[config.mk]
export PLATFORM = sky130hd
export DESIGN_NAME = mdt_ctrl
export DESIGN_NICKNAME = d
export VERILOG_FILES = /design/src/hdl/mdt_pkg.sv /design/src/hdl/mdt_ctrl.sv
export SDC_FILE = /design/constraint.sdc
export NUM_CORES = 1
export LEC_CHECK = 0
export ABC_AREA = 1
export BUFFER_PORTS_ARGS = -buffer_cell sky130_fd_sc_hd__buf_2
export CORE_MARGIN = 2
export CORE_UTILIZATION = 35
export DETAILED_ROUTE_END_ITERATION = 16
export SYNTH_ARGS = -nofsm -noshare
export SYNTH_HDL_FRONTEND = slang
export SYNTH_SLANG_ARGS = --single-unit
[constraint.sdc]
create_clock -name clk -period 1.9 [get_ports clk]
set_input_delay 0.095 -clock clk [delete_from_list [all_inputs] [get_ports clk]]
set_output_delay 0.095 -clock clk [all_outputs]
set_load 0.05 [all_outputs]
[src/hdl/mdt_pkg.sv]
package mdt_pkg;

  localparam int MAX_ATOMS = 4096;
  localparam int ADDR_W    = $clog2(MAX_ATOMS);

  localparam int POS_W   = 32;
  localparam int BOX_W   = 31;
  localparam int COUNT_W = 13;
  localparam logic [COUNT_W-1:0] COUNT_MAX = {COUNT_W{1'b1}};

  localparam int RAM_W = 3 * POS_W;

  localparam int SQRT_STEPS = 32;
  localparam int SQRT_CNT_W = $clog2(SQRT_STEPS);
  localparam logic [63:0] SQRT_BIT0 = 64'h4000_0000_0000_0000;

  // Request operation codes.
  localparam logic [1:0] OP_BASELINE = 2'd0;
  localparam logic [1:0] OP_REBUILD  = 2'd1;
  localparam logic [1:0] OP_MEASURE  = 2'd2;
  localparam logic [1:0] OP_IGNORE   = 2'd3;

  // Configuration register indexes.
  localparam logic [1:0] CFG_BOX_X = 2'd0;
  localparam logic [1:0] CFG_BOX_Y = 2'd1;
  localparam logic [1:0] CFG_BOX_Z = 2'd2;

  // Axis select codes.
  localparam logic [1:0] AXIS_X = 2'd0;
  localparam logic [1:0] AXIS_Y = 2'd1;
  localparam logic [1:0] AXIS_Z = 2'd2;

  typedef struct packed {
    logic       load;
    logic       sub;
    logic       fold;
    logic       mul;
    logic       acc;
    logic       max_upd;
    logic       sqrt_step;
    logic       finish;
    logic [1:0] axis;
  } mdt_cmd_t;

  typedef struct packed {
    logic is_measure;
    logic is_last;
    logic count_equal;
    logic out_free;
  } mdt_status_t;

endpackage

[src/hdl/mdt_ctrl.sv]
module mdt_ctrl (
  input  logic                 clk,
  input  logic                 rst_n,
  input  logic                 in_valid,
  input  logic [1:0]           in_op,
  input  logic                 in_last_atom,
  output logic                 in_stall,
  input  mdt_pkg::mdt_status_t status,
  output mdt_pkg::mdt_cmd_t    cmd
);
  import mdt_pkg::*;

  typedef enum logic [7:0] {
    S_IDLE = 8'b0000_0001,
    S_SUB  = 8'b0000_0010,
    S_FOLD = 8'b0000_0100,
    S_MUL  = 8'b0000_1000,
    S_ACC  = 8'b0001_0000,
    S_MAX  = 8'b0010_0000,
    S_SQRT = 8'b0100_0000,
    S_FIN  = 8'b1000_0000
  } state_t;

  state_t                state_r, state_nxt;
  logic [1:0]            axis_r, axis_nxt;
  logic [SQRT_CNT_W-1:0] step_r, step_nxt;

  assign in_stall = (state_r != S_IDLE);

  always_comb begin
    state_nxt = state_r;
    axis_nxt  = axis_r;
    step_nxt  = step_r;
    cmd       = '0;
    cmd.axis  = axis_r;
    unique case (state_r)
      S_IDLE: begin
        if (in_valid && (in_op != OP_IGNORE)) begin
          cmd.load = 1'b1;
          axis_nxt = AXIS_X;
          if (in_op == OP_MEASURE) begin
            state_nxt = S_SUB;
          end else if (in_last_atom) begin
            state_nxt = S_FIN;
          end
        end
      end
      S_SUB: begin
        cmd.sub   = 1'b1;
        state_nxt = S_FOLD;
      end
      S_FOLD: begin
        cmd.fold  = 1'b1;
        state_nxt = S_MUL;
      end
      S_MUL: begin
        cmd.mul   = 1'b1;
        state_nxt = S_ACC;
      end
      S_ACC: begin
        cmd.acc = 1'b1;
        if (axis_r == AXIS_Z) begin
          state_nxt = S_MAX;
        end else begin
          axis_nxt  = axis_r + 2'd1;
          state_nxt = S_SUB;
        end
      end
      S_MAX: begin
        cmd.max_upd = 1'b1;
        step_nxt    = '0;
        if (!status.is_last) begin
          state_nxt = S_IDLE;
        end else if (status.count_equal) begin
          state_nxt = S_SQRT;
        end else begin
          state_nxt = S_FIN;
        end
      end
      S_SQRT: begin
        cmd.sqrt_step = 1'b1;
        step_nxt      = step_r + 1'b1;
        if (step_r == SQRT_CNT_W'(SQRT_STEPS - 1)) begin
          state_nxt = S_FIN;
        end
      end
      S_FIN: begin
        if (status.out_free) begin
          cmd.finish = 1'b1;
          state_nxt  = S_IDLE;
        end
      end
      default: begin
        state_nxt = S_IDLE;
      end
    endcase
  end

  always_ff @(posedge clk) begin
    if (!rst_n) begin
      state_r <= S_IDLE;
      axis_r  <= AXIS_X;
      step_r  <= '0;
    end else begin
      state_r <= state_nxt;
      axis_r  <= axis_nxt;
      step_r  <= step_nxt;
    end
  end

  a_finish_slot_free: assert property (@(posedge clk) disable iff (!rst_n)
    cmd.finish |-> status.out_free)
    else $error("result loaded while the output register is still occupied");

  a_sqrt_only_on_measure_end: assert property (@(posedge clk) disable iff (!rst_n)
    cmd.sqrt_step |-> (status.is_measure && status.is_last && status.count_equal))
    else $error("square root running outside a matched measure sweep end");

  a_three_axes: assert property (@(posedge clk) disable iff (!rst_n)
    (state_r == S_ACC && axis_r == AXIS_Z) |=> (state_r == S_MAX))
    else $error("maximum update did not follow the third axis");

  a_stall_while_busy: assert property (@(posedge clk) disable iff (!rst_n)
    (cmd.load && in_op == OP_MEASURE) |=> in_stall)
    else $error("new request taken while a measure item is in progress");

endmodule

# ---- Word-level counts from Yosys, hierarchy flattened
# Cells that the tools add are included.
# Widths: inputs -> output; s select.
dict set report word_totals {
  out_inout_bits 11
  ff_bits 15
  elab_cells 51
}
dict set report op_classes {
  add_sub_neg 2
  muxes 23
  n_reduce_logical 5
  n_eq_ne 18
}
# operator n
set op_table {}
lappend op_table {{$pmux 8 s8} 1}
lappend op_table {{$mux 8} 7}
lappend op_table {{$mux 1} 10}
lappend op_table {{$ne 2x2->1 const B} 5}
lappend op_table {{$pmux 5 s2} 1}
lappend op_table {{$eq 8x1->1 const B} 1}
lappend op_table {{$eq 8x2->1 const B} 1}
lappend op_table {{$eq 8x3->1 const B} 1}
lappend op_table {{$eq 8x4->1 const B} 1}
lappend op_table {{$eq 8x5->1 const B} 1}
lappend op_table {{$eq 8x6->1 const B} 1}
lappend op_table {{$eq 8x7->1 const B} 1}
lappend op_table {{$eq 8x8->1 const B} 1}
lappend op_table {{$ne 8x1->1 const B} 1}
lappend op_table {{$mux 6} 1}
lappend op_table {{$add 5x1->5 const B} 1}
lappend op_table {{$eq 5x5->1 const B} 1}
lappend op_table {{$eq 2x2->1 const B} 2}
lappend op_table {{$mux 2} 2}
lappend op_table {{$pmux 2 s2} 1}
lappend op_table {{$reduce_and 4->1} 1}
lappend op_table {{$reduce_bool 2->1} 2}
lappend op_table {{$ne 3x3->1 const B} 1}
lappend op_table {{$reduce_and 3->1} 1}
lappend op_table {{2 further kinds} 2}

# ---- Logic depth before layout (Yosys ltp)
dict set report logic_depth {
  ltp_word 4
  ltp_mapped 11
  ltp_nobuf 11
}

# ---- Least setup slack after synthesis
# No wires, ideal clock.
dict set report synth_timing {
  path_type {reg2reg}
  from {register state_r[7]}
  to {register state_r[0]}
  synth_period_minus_slack_ns 1.650
  n_path_buf 0
  setup_time_ns 0.122
  stages_incl_launch_ff 9
  t_arrival_ns 1.528
  setup_slack_ns 0.250
  path_cell_list {dfxtp_1 > inv_2 > nand3_1 > nor2_1 > nor2_1 > nand2_1 > nand2_1 > nand2_1 > nand3_1}
}
dict set report synth_between {
  elab_chain_len 3
}
# element line
set synth_rtl {}
lappend synth_rtl {{from (decl)} mdt_ctrl.sv:24} ;# state_t state_r, state_nxt;
lappend synth_rtl {{from (signal assigned)} mdt_ctrl.sv:105} ;# state_r <= state_nxt;
lappend synth_rtl {{$eq 8x1->1, or another cell as far along} mdt_ctrl.sv:36} ;# unique case (state_r)
lappend synth_rtl {{$ne 3x3->1 (no source line) / $ne 2x2->1 (equally long branches)} n/a}
lappend synth_rtl {{$reduce_and 4->1 (no source line)} n/a}
# Several ways; a longest one is shown, not always the timed one.
# A chain may end at the register's enable or synchronous reset.

# ---- Worst setup path after layout
dict set report layout_timing {
  from {register step_r[0]}
  to {register state_r[7]}
}
dict set report layout_between {
  elab_chain_len 3
}
# element line
set layout_rtl {}
lappend layout_rtl {{from (decl)} mdt_ctrl.sv:26} ;# logic [SQRT_CNT_W-1:0] step_r, step_nxt;
lappend layout_rtl {{from (signal assigned)} mdt_ctrl.sv:107} ;# step_r <= step_nxt;
lappend layout_rtl {{$eq 5x5->1} mdt_ctrl.sv:83} ;# if (step_r == SQRT_CNT_W'(SQRT_STEPS - 1)) begin
lappend layout_rtl {{$ne 2x2->1 (no source line)} n/a}
lappend layout_rtl {{$reduce_and 4->1 (no source line)} n/a}
# No other way between the ends.

==> out/results.txt <==
Die width: 57.31 um
Static leakage: 0.5889 nW
DRT iter0 DRCs: 22
Clock share of power: 0.163
P_int: 0.0006136 W
Max Slew Vio Count: 0
Layout area overhead: 16.23%
Pwr per Cell Area: 1012 nW/um^2
Number of global-route vias before repair: 902
Detailed Place HPWL: 1731 um
CP cell instances: ha_1 -> inv_1 -> nor3_1 -> ha_1 -> inv_1 -> nand2_4 -> nand2_4 -> nor2_4 -> nand2_2 -> nand2_2 -> nor2_2
Sw power: 0.0005558 W
H-tree depth: 1
Share of cells above drive strength 1: 0.3333
Yosys top cell area share: 0.3019
WP buf/inv: 2
Clock sinks: 15
Hold crit path type: primary input to register
Pre-CTS setup slack: 0.3505 ns
Required @ worst endpoint: 2.10 ns
Pre-antenna DRT Iters: 4
Commonest non-fill, non-tap cell in the layout: nand2_1
CP max-delay cell: dfxtp_1
Seq cells post-synth: 15
GRT Total Usage: 0.1423
Mapped Cells: 142
Placed Area: 1129 sq um
Clk pin slew, worst setup/hold paths: 0.10 ns
Post_cts resized: 0
Crit path kind: register to register
CTS Root Cell: clkbuf_4
Largest net degree at the start of global routing: 10
Synth cell types: 23
FMAX: 639.7 MHz
Initial antenna violation count: 0
Finished Layout Cells: 196
Worst-margin pin slew: 0.2437 ns
Layout filler cell count: 294
Sequential fraction of design power: 0.305
RSZ-0062 raised after global routing: false
Critical Path End Type: register
Final instance area: 1156 sq um
WP data arrival: 1.76 ns
CP top delay family: simple AND/OR/NAND/NOR gates
Synthesized area: 994.7 sq um
Hold Vio Cnt, Final: 0
Core area: 2734 sq um
Postcts setup bufs: 0
Ant diodes: 0
Syn Area/Cell: 7.005 sq um
First-pass GRT wire length: 3705 um
Ys Warns: 0
Final clock skew: 0.002530 ns
Core Rows: 19
Clk_lat worst skew: 0.29 ns
Global route overflow: 0
Routed Antenna Nets: 0
Total power: 0.001169 W
Avg Vias per Cell: 4.847
Syn Nets: 155
Tmin final: 1.563 ns
Worst-path fanout max: 6
CTS tree: built
Peak supply drop: 0.0008705 V
Largest cells by area after synthesis: dfxtp_1, nand2_1, nand3_1, nor2_1, inv_1
Max incr delay on CP: 0.41 ns
Nets: 179
Crit path launch type: register
Die Footprint: 3284 sq um
Final worst-path cycle share: 0.8227
Clk buf depth: 2
Placed Cells: 192
Rel. slew slack: 0.8374
Max Cap Viol: 0
DRC: 0
Drt wl/cell: 10.77 um
Area leader, netlist: dfxtp_1
Switching fraction of total power: 0.4753
Starting density of the core: 0.3638
Die height: 57.31 um
Sequential area share after synthesis: 0.3019
Final worst slack: 0.3368 ns
Port Buffers: 19
Outcome: finished clean
Final setup viols: 0
Num CTS Buffers: 3
Hold Buf Count CTS: 0
Wirelength, routed: 2110 um
Commonest non-fill, non-tap cells in the layout: nand2_1, buf_2, nor2_1
Gpl congestion: 0.8707
Setup total negative slack: 0 ns
Combinational share of power: 0.532
Via count: 950
I/O pin count: 21
sequential cells by signal, indices dropped and copies added, names as in the netlist:
name     flops
axis_r       2
state_r      8
step_r       5
cells in the mapped netlist:
| master | n |
|---|---|
| a21oi_1 | 9 |
| dfxtp_1 | 15 |
| ha_1 | 3 |
| inv_1 | 15 |
| inv_2 | 10 |
| inv_6 | 1 |
| nand2_1 | 25 |
| nand2_2 | 6 |
| nand2_4 | 5 |
| nand2_8 | 1 |
| nand3_1 | 15 |
| nand3_2 | 1 |
| nand3b_1 | 1 |
| nand4_1 | 1 |
| nor2_1 | 18 |
| nor2_2 | 1 |
| nor2_4 | 3 |
| nor2_8 | 2 |
| nor3_1 | 1 |
| o21ai_0 | 3 |
| o21ai_1 | 4 |
| o21ai_2 | 1 |
| or2_2 | 1 |
layout make-up:
| type | count | area (sq um) | share of cell area |
|---|---|---|---|
| Multi-Input combinational cell | 101 | 591.8 | 0.5119 |
| Sequential cell | 15 | 300.3 | 0.2597 |
| Inverter | 26 | 102.6 | 0.08874 |
| Timing Repair Buffer | 19 | 95.09 | 0.08225 |
| Tap cell | 31 | 38.79 | 0.03355 |
| Clock buffer | 3 | 22.52 | 0.01948 |
| Clock inverter | 1 | 5.005 | 0.004329 |
metrics by stage:
stage,hold WS (ns),util
2_1_floorplan,0.1791,-
3_3_place_gp,0.3900,0.4128
3_5_place_dp,0.3922,0.4128
4_1_cts,0.07769,0.4229
5_1_grt,0.07692,0.4229
6_report,0.07312,0.4229
layer usage:
layer  GRT usage  vias up  routed length [um]
met1      0.1776      432                 990
met4     0.05980        0                  36
met3     0.02041        5                  75
li1            -      495                   -
met2      0.2447       18                1009
met5           0        -                   0
path summary, 6_finish.rpt:
kind | startpoint | to | slack, ns | depth (start not counted)
max | step_r[0] | state_r[7] | 0.34 | 11
min | status[1] | state_r[6] | 0.07 | 3
max reg2reg | step_r[0] | state_r[7] | 0.34 | 11
min reg2reg | axis_r[1] | axis_r[1] | 0.49 | 2
cell families (layout without fill, tap and decap cells):
kind of cell	Yosys count	count (layout)	synth area share
AO/OA/AOI/OAI	17	17	0.08930
AND/OR/NAND/NOR	81	81	0.4679
buffers and inverters	26	49	0.1031
flip-flops	15	15	0.3019
adder cells (fa/ha/maj)	3	3	0.03774
tightest hold or removal path, delay by kind of cell:
family | cells | cell delay, ns
buf+inv | 1 | 0.10
compound gates | 1 | 0.05
simple gates | 1 | 0.07
power groups by stage:
stage	registers, W	logic [W]	clock network (W)
after CTS	0.000357	0.000632	0.000192
after detailed placement	0.000364	0.000630	0
after floorplan	0.000362	0.000520	0
after global routing	0.000360	0.000685	0.000212
final	0.000357	0.000622	0.000191
after global placement	0.000364	0.000619	0
(Power assumes the default switching activity.)
